===== src/bol_pkg.sv =====
// Package with the operation and status codes of the ordered list.
`default_nettype none
package bol_pkg;
  localparam logic [2:0] OP_INS_HEAD = 3'd0;
  localparam logic [2:0] OP_DEL_HEAD = 3'd1;
  localparam logic [2:0] OP_INS_TAIL = 3'd2;
  localparam logic [2:0] OP_DEL_TAIL = 3'd3;
  localparam logic [2:0] OP_DEL_KEY  = 3'd4;
  localparam logic [2:0] OP_INS_KEY  = 3'd5;

  localparam logic [1:0] ST_DONE     = 2'd0;
  localparam logic [1:0] ST_EMPTY    = 2'd1;
  localparam logic [1:0] ST_NOTFOUND = 2'd2;
  localparam logic [1:0] ST_FULL     = 2'd3;

  typedef enum logic [1:0] {
    CMD_NONE  = 2'd0,
    CMD_INS   = 2'd1,
    CMD_DEL   = 2'd2
  } cmd_kind_t;

  typedef struct packed {
    logic      load;
    cmd_kind_t kind;
  } ctl_t;
endpackage
`default_nettype wire


===== src/bol_datapath.sv =====
// Datapath: a row of element cells that compare against the key and shift.
`default_nettype none
module bol_datapath import bol_pkg::*; #(
  parameter int CAPACITY = 16,
  parameter int CW = $clog2(CAPACITY + 1)
) (
  input  wire logic              clk,
  input  wire logic              rst_n,
  input  wire ctl_t              ctl,
  input  wire logic [CW-1:0]     pos,
  input  wire logic [31:0]       value,
  input  wire logic [31:0]       key,
  output logic [CAPACITY-1:0]    match,
  output logic [CW-1:0]          count
);
  logic [31:0]   cell_r [CAPACITY];
  logic [CW-1:0] count_r;

  assign count = count_r;

  always_comb begin
    for (int i = 0; i < CAPACITY; i++) begin
      match[i] = (cell_r[i] == key) && (CW'(i) < count_r);
    end
  end

  always_ff @(posedge clk) begin
    if (ctl.load) begin
      for (int i = 0; i < CAPACITY; i++) begin
        if (ctl.kind == CMD_INS) begin
          if (CW'(i) == pos) begin
            cell_r[i] <= value;
          end else if (CW'(i) > pos && i > 0) begin
            cell_r[i] <= cell_r[(i > 0) ? i - 1 : 0];
          end
        end else if (ctl.kind == CMD_DEL) begin
          if (CW'(i) >= pos && i < CAPACITY - 1) begin
            cell_r[i] <= cell_r[(i < CAPACITY - 1) ? i + 1 : i];
          end
        end
      end
    end
  end

  always_ff @(posedge clk) begin
    if (!rst_n) begin
      count_r <= '0;
    end else if (ctl.load) begin
      case (ctl.kind)
        CMD_INS: count_r <= count_r + CW'(1);
        CMD_DEL: count_r <= count_r - CW'(1);
        default: count_r <= count_r;
      endcase
    end
  end
endmodule
`default_nettype wire


===== src/bol_ctrl.sv =====
// Controller: decodes the operation, checks status and drives the datapath.
`default_nettype none
module bol_ctrl import bol_pkg::*; #(
  parameter int CAPACITY = 16,
  parameter int CW = $clog2(CAPACITY + 1)
) (
  input  wire logic              clk,
  input  wire logic              rst_n,
  input  wire logic              start,
  input  wire logic [2:0]        op,
  input  wire logic [CAPACITY-1:0] match,
  input  wire logic [CW-1:0]     count,
  output ctl_t                   ctl,
  output logic [CW-1:0]          pos,
  output logic                   busy,
  output logic                   done_r,
  output logic [1:0]             status_r
);
  typedef enum logic [1:0] {
    S_RUN  = 2'b01,
    S_HOLD = 2'b10
  } state_t;

  state_t        state_r;
  logic          empty, full, found;
  logic [CW-1:0] first;
  logic [1:0]    status_nxt;

  assign busy = 1'b0;
  assign empty = (count == '0);
  assign full = (count >= CW'(CAPACITY));
  assign found = |match;

  always_comb begin
    first = '0;
    for (int i = CAPACITY - 1; i >= 0; i--) begin
      if (match[i]) first = CW'(i);
    end
  end

  always_comb begin
    status_nxt = ST_DONE;
    ctl.kind = CMD_NONE;
    pos = '0;
    case (op)
      OP_INS_HEAD: if (full) status_nxt = ST_FULL; else ctl.kind = CMD_INS;
      OP_DEL_HEAD: if (empty) status_nxt = ST_EMPTY; else ctl.kind = CMD_DEL;
      OP_INS_TAIL: begin
        pos = count;
        if (full) status_nxt = ST_FULL; else ctl.kind = CMD_INS;
      end
      OP_DEL_TAIL: begin
        pos = count - CW'(1);
        if (empty) status_nxt = ST_EMPTY; else ctl.kind = CMD_DEL;
      end
      OP_DEL_KEY: begin
        pos = first;
        if (empty) status_nxt = ST_EMPTY;
        else if (!found) status_nxt = ST_NOTFOUND;
        else ctl.kind = CMD_DEL;
      end
      OP_INS_KEY: begin
        pos = first;
        if (empty) status_nxt = ST_EMPTY;
        else if (full) status_nxt = ST_FULL;
        else if (!found) status_nxt = ST_NOTFOUND;
        else ctl.kind = CMD_INS;
      end
      default: ;
    endcase
    ctl.load = start && (state_r == S_RUN);
  end

  always_ff @(posedge clk) begin
    if (!rst_n) begin
      state_r <= S_RUN;
      done_r  <= 1'b0;
    end else begin
      state_r <= S_RUN;
      done_r  <= ctl.load;
    end
  end

  always_ff @(posedge clk) begin
    status_r <= status_nxt;
  end
endmodule
`default_nettype wire


===== src/bounded_ordered_list.sv =====
// Top level of the bounded ordered list.
// The result of an item appears in the cycle after it is accepted.
// Throughput: one item per cycle; busy stays low, every cell compares and shifts at once.
// Reset clears the element count; the element cells hold no reset value.
// The receiver cannot stall: each result shows for one cycle under out_valid.
`default_nettype none
module bounded_ordered_list import bol_pkg::*; #(
  parameter int CAPACITY = 16
) (
  input  wire logic        clk,
  input  wire logic        rst_n,
  input  wire logic        start,
  output logic             busy,
  input  wire logic [2:0]  in_operation,
  input  wire logic signed [31:0] in_search_key,
  input  wire logic signed [31:0] in_new_value,
  output logic             out_valid,
  output logic [1:0]       out_status,
  output logic [4:0]       out_element_count,
  output logic             out_is_empty
);
  localparam int CW = $clog2(CAPACITY + 1);

  ctl_t                ctl;
  logic [CW-1:0]       pos, count;
  logic [CAPACITY-1:0] match;

  bol_ctrl #(.CAPACITY(CAPACITY)) u_ctrl (
    .clk, .rst_n, .start, .op(in_operation), .match, .count,
    .ctl, .pos, .busy, .done_r(out_valid), .status_r(out_status)
  );

  bol_datapath #(.CAPACITY(CAPACITY)) u_dp (
    .clk, .rst_n, .ctl, .pos, .value(in_new_value), .key(in_search_key),
    .match, .count
  );

  assign out_element_count = 5'(count);
  assign out_is_empty = (count == '0);
endmodule
`default_nettype wire


===== config.mk =====
export PLATFORM = sky130hd
export DESIGN_NAME = bounded_ordered_list
export DESIGN_NICKNAME = d
export VERILOG_FILES = /design/src/bol_pkg.sv /design/src/bol_datapath.sv /design/src/bol_ctrl.sv /design/src/bounded_ordered_list.sv
export SDC_FILE = /design/constraint.sdc
export NUM_CORES = 1
export LEC_CHECK = 0
export BUFFER_PORTS_ARGS = -buffer_cell sky130_fd_sc_hd__buf_2
export CAP_MARGIN = 0
export CELL_PAD_IN_SITES_DETAIL_PLACEMENT = 0
export CELL_PAD_IN_SITES_GLOBAL_PLACEMENT = 1
export CORE_MARGIN = 2
export CORE_UTILIZATION = 35
export CTS_CLUSTER_SIZE = 24
export DETAILED_ROUTE_END_ITERATION = 12
export PLACE_DENSITY_LB_ADDON = 0.12
export SYNTH_ARGS = -nofsm -noshare
export SYNTH_HDL_FRONTEND = slang
export SYNTH_HIERARCHICAL = 1
export SYNTH_SLANG_ARGS = --single-unit

===== constraint.sdc =====
create_clock -name clk -period 11.29 [get_ports clk]
set_clock_uncertainty 0.15 [all_clocks]
set_input_delay 2.8225 -clock clk [delete_from_list [all_inputs] [get_ports clk]]
set_output_delay 2.8225 -clock clk [all_outputs]
set_load 0.01 [all_outputs]

==> results.py <==
metrics = {
    "synth": {
        "syn-cell-area_sq_mm": 0.0326,
        "synth_top_area_cell": "edfxtp_1",
        "yosysWarnings": 6,
        "syn_inst": 3191,
        "synthArstFlopShare_pct": 0,
        "yosysTopAreaCellShare_pct": 47.1,
        "synth_enable_flop_cells": 512,
        "syn-num-nets": 3267,
        "ys.flop_type": "edfxtp_1",
        "synth.distinct_cells": 68,
        "syn_avg_cell_area_sq_um": 10.2,
        "synth_seq_area_share_pct": 47.6,
        "ys_top_cells_by_area": "edfxtp_1, xor2_1, mux2i_1, nand2_1, nor2_1",
        "synth-seq-cells": 520,
    },
    "detailed_routing": {
        "met1_length_mm": 67.4,
        "drt_iter0_markers": 3670,
        "routed.top_layer": "met5",
        "antenna_left": 0,
        "num_vias": 26700,
        "vias_per_cell": 6.02,
        "wl_met3_mm": 15.2,
        "wl_met2_mm": 63.0,
        "wl_per_cell_um": 34.0,
        "routed_wl_mm": 151,
        "dr.pass1.iters": 6,
        "drc_errors": 0,
    },
    "clocking": {
        "clock_latency_ns": 0.63,
        "ctsLongestPathBuffers": 3,
        "cts_resized": 0,
        "postCtsSetupBuffers": 0,
        "root_buffer": "clkbuf_16",
        "cts.clk_slew.worst_paths_ns": 0.06,
        "h-tree-depth": 3,
        "cts_tree": "yes",
        "ctsHoldBuffers": 0,
        "cts_made_buffers": 68,
        "cts_num_sinks": 520,
    },
    "worst_setup_path": {
        "cp_max_fo": 36,
        "cp.required_ns": 11.47,
        "reg2reg_to": "u_dp/cell_r[1][89]$_DFFE_PP_",
        "path_delay_family": "simple AND/OR/NAND/NOR gates",
        "cpPeakStageDelay_ns": 0.93,
        "cp.buffers_inverters": 3,
        "rrSetupSlack_ns": 4.64,
        "critPathKind": "in -> reg",
        "start_kind": "primary input",
        "cp_slowest_cell": "a2111oi_0",
        "crit_chain": "buf_2 -> xor2_1 -> nor4_1 -> nand4_1 -> a2111oi_0 -> or4_1 -> nor4_4 -> o32a_1 -> nor2_1 -> ha_1 -> nand3b_1 -> clkinv_1 -> buf_4 -> nand2_2 -> mux2i_1 -> o21ai_0",
        "rr_worst_depth": 15,
        "crit_arrival_ns": 8.90,
        "endpoint_kind": "flop",
        "r2r_start": "u_dp/count[0]$_SDFFE_PN0P_",
    },
    "power": {
        "power.internal_mw": 3.74,
        "design_power_total_mw": 5.27,
        "swShare_pct": 29.1,
        "p_leak_nw": 14.0,
        "p_sw_mw": 1.53,
        "p_comb_share_pct": 14.1,
        "power.share.clock_pct": 40.4,
        "power.density_mw_per_mm2": 145,
        "vdd.ir_drop.worst_uv": 92.6,
        "seqPwrFrac_pct": 45.5,
    },
    "global_routing": {
        "grt_usage_pct": 31.1,
        "overflow": 0,
        "grt_pass1_wl_mm": 207,
        "antenna_found_initial": 0,
        "grt_pass1_vias": 25600,
        "grt_max_degree": 67,
    },
    "floorplanning": {
        "chipHeight_um": 309,
        "num_io_pins": 80,
        "rows": 111,
        "dieArea_sq_mm": 0.0956,
        "die_w_um": 309,
        "initial_utilization_pct": 35.5,
        "core_sq_mm": 0.0919,
    },
    "sta": {
        "fmax_mhz": 115,
        "layout_min_cycle_time_ns": 8.72,
        "finalSetupViolCount": 0,
        "slew_headroom_pct": 18.0,
        "rsz0062_at_grt": "no",
        "worst_pin_slew_ns": 1.22,
        "slew_viol_final": 0,
        "min_period_over_period_pct": 77.2,
        "hold_ws_ns": 0.466,
        "hold_viol_final": 0,
        "final.setup.tns_ns": 0,
    },
    "cells_and_area": {
        "design_area_sq_mm": 0.0362,
        "nets": 3219,
        "syn_to_final_growth_pct": 11.1,
        "drive_gt1_share_pct": 11.0,
        "num-fill-cells": 9207,
    },
    "hold_path": {
        "hp-class": "reg -> reg",
        "holdCritStartpoint": "u_dp/cell_r[1][197]$_DFFE_PP_",
        "hold_depth": 2,
        "hold_end": "u_dp/cell_r[1][165]$_DFFE_PP_",
    },
    "place": {
        "placed_area_sq_mm": 0.0341,
        "io_buffers": 78,
        "gp_congestion": 0.928,
        "dp_hpwl_mm": 106,
    },
    "outcome": {
        "outcome": "complete, no violations",
    },
    "flow_run": {
        "maxCapViolations": 0,
    },
}
-- logic make-up after synthesis --
kind of cell	after synthesis	share of synthesized area (%)
other	1	0.0115
adders and majority gates	6	0.230
DFF	520	47.6
muxes	353	11.4
AOI/OAI and AO/OA	535	9.63
buffers and inverters	288	4.00
xor gates and xnor gates	520	14.0
and+or+nand+nor	968	13.1
-- per-stage QoR --
stage	utilization, %	setup slack, ns	cells
floorplan	-	1.45	3191
global placement	37.1	1.84	4314
detailed placement	37.1	1.88	4315
CTS	39.4	2.51	4435
global route	39.4	2.31	4436
finish	39.4	2.57	4437
-- cell usage after synthesis (24+ instances only) --
| cell type | number |
|---|---|
| mux2_4 | 30 |
| nor2_1 | 282 |
| o21ai_0 | 172 |
| edfxtp_1 | 512 |
| nor4_1 | 107 |
| a31oi_1 | 131 |
| mux2i_1 | 289 |
| xnor2_1 | 96 |
| nand4_1 | 38 |
| clkbuf_1 | 153 |
| nand2_1 | 443 |
| a21oi_1 | 139 |
| xor2_1 | 424 |
| nand3_1 | 24 |
| buf_2 | 83 |
-- layer usage --
layer / vias to the layer above / GRT usage (%)
met5: - / 0
met3: 235 / 7.65
li1: 11300 / -
met4: 2 / 10.2
met1: 13600 / 45.8
met2: 1593 / 44.1
-- state kept, by name, summed over array words and instances (netlist names) --
signal / cells
u_ctrl/done_r: 1
u_dp/count: 5
u_dp/cell_r: 512
u_ctrl/status_r: 2
-- cell type report --
type	instances	area (sq um)	share of cell area (%)
Antenna cell	1	2.50	0.00690
Timing Repair Buffer	157	998	2.75
Clock buffer	88	1870	5.16
Multi-Input combinational cell	2383	16000	44.1
Tap cell	1243	1560	4.29
Inverter	13	48.8	0.135
Clock inverter	32	236	0.652
Sequential cell	520	15500	42.9
-- worst register-to-register path, stage by stage, from the launching register on --
cell and delay, ns:
dfxtp_1 0.76, nor3_1 0.25, a311oi_1 0.67, nand2_1 0.14
nor4_1 0.91, or4_4 0.35, nor4_4 0.06, o32a_1 0.33
nor2_1 0.13, ha_1 0.37, nand3b_1 0.25, clkinv_1 0.12
buf_4 0.53, nand2_2 0.83, mux2i_1 0.43, o21ai_0 0.10
-- power groups by stage --
| stage | clock network [mW] | logic [mW] | registers, mW |
|---|---|---|---|
| 2_1_floorplan | 0 | 0.463 | 2.36 |
| 3_5_place_dp | 0 | 0.725 | 2.43 |
| 4_1_cts | 2.16 | 0.727 | 2.39 |
| 3_3_place_gp | 0 | 0.717 | 2.43 |
| 5_1_grt | 2.23 | 0.785 | 2.40 |
| 6_report | 2.13 | 0.743 | 2.40 |
-- placed cells by master, fill, tap and decap left out, types with 4 or more instances in the layout --
cell type,Yosys,layout
mux2i_1,289,289
xor2_1,424,424
or2_2,5,5
nand3_1,24,21
o21a_1,22,22
clkinv_1,1,19
nor3_1,20,17
edfxtp_1,512,512
mux2_1,12,12
a21o_1,13,13
dfxtp_1,8,8
nor2_1,282,277
buf_4,20,77
o21ai_0,172,170
mux2_2,22,22
nand2_2,0,10
nor2_4,0,4
inv_1,12,11
a21oi_1,139,135
mux2_4,30,30
nand3b_1,4,4
clkbuf_1,153,14
buf_2,83,78
clkinvlp_4,0,6
clkbuf_16,0,71
ha_1,6,6
clkinv_2,0,4
a31oi_1,131,130
xnor2_1,96,96
and2_1,8,5
a2111oi_0,7,4
nand2b_1,7,7
nand4_1,38,38
nand2_1,443,433
nor4_1,107,106
o22a_1,21,21
a22o_1,11,11
-- worst max path at each step --
| stage | from | endpoint | slack, ns | depth (start not counted) |
|---|---|---|---|---|
| after global placement | in_search_key[21] | u_dp/cell_r[1][95]$_DFFE_PP_ | 1.84 | 17 |
| after CTS | in_search_key[19] | u_dp/cell_r[0][234]$_DFFE_PP_ | 2.51 | 15 |
| after global routing | in_search_key[19] | u_dp/cell_r[1][83]$_DFFE_PP_ | 2.31 | 16 |
| after floorplan | in_search_key[16] | u_dp/cell_r[0][0]$_DFFE_PP_ | 1.45 | 16 |
| final | in_search_key[1] | u_dp/cell_r[1][89]$_DFFE_PP_ | 2.57 | 16 |
| after detailed placement | in_search_key[19] | u_dp/cell_r[0][234]$_DFFE_PP_ | 1.88 | 15 |
Power figures use the tool's default switching activity.
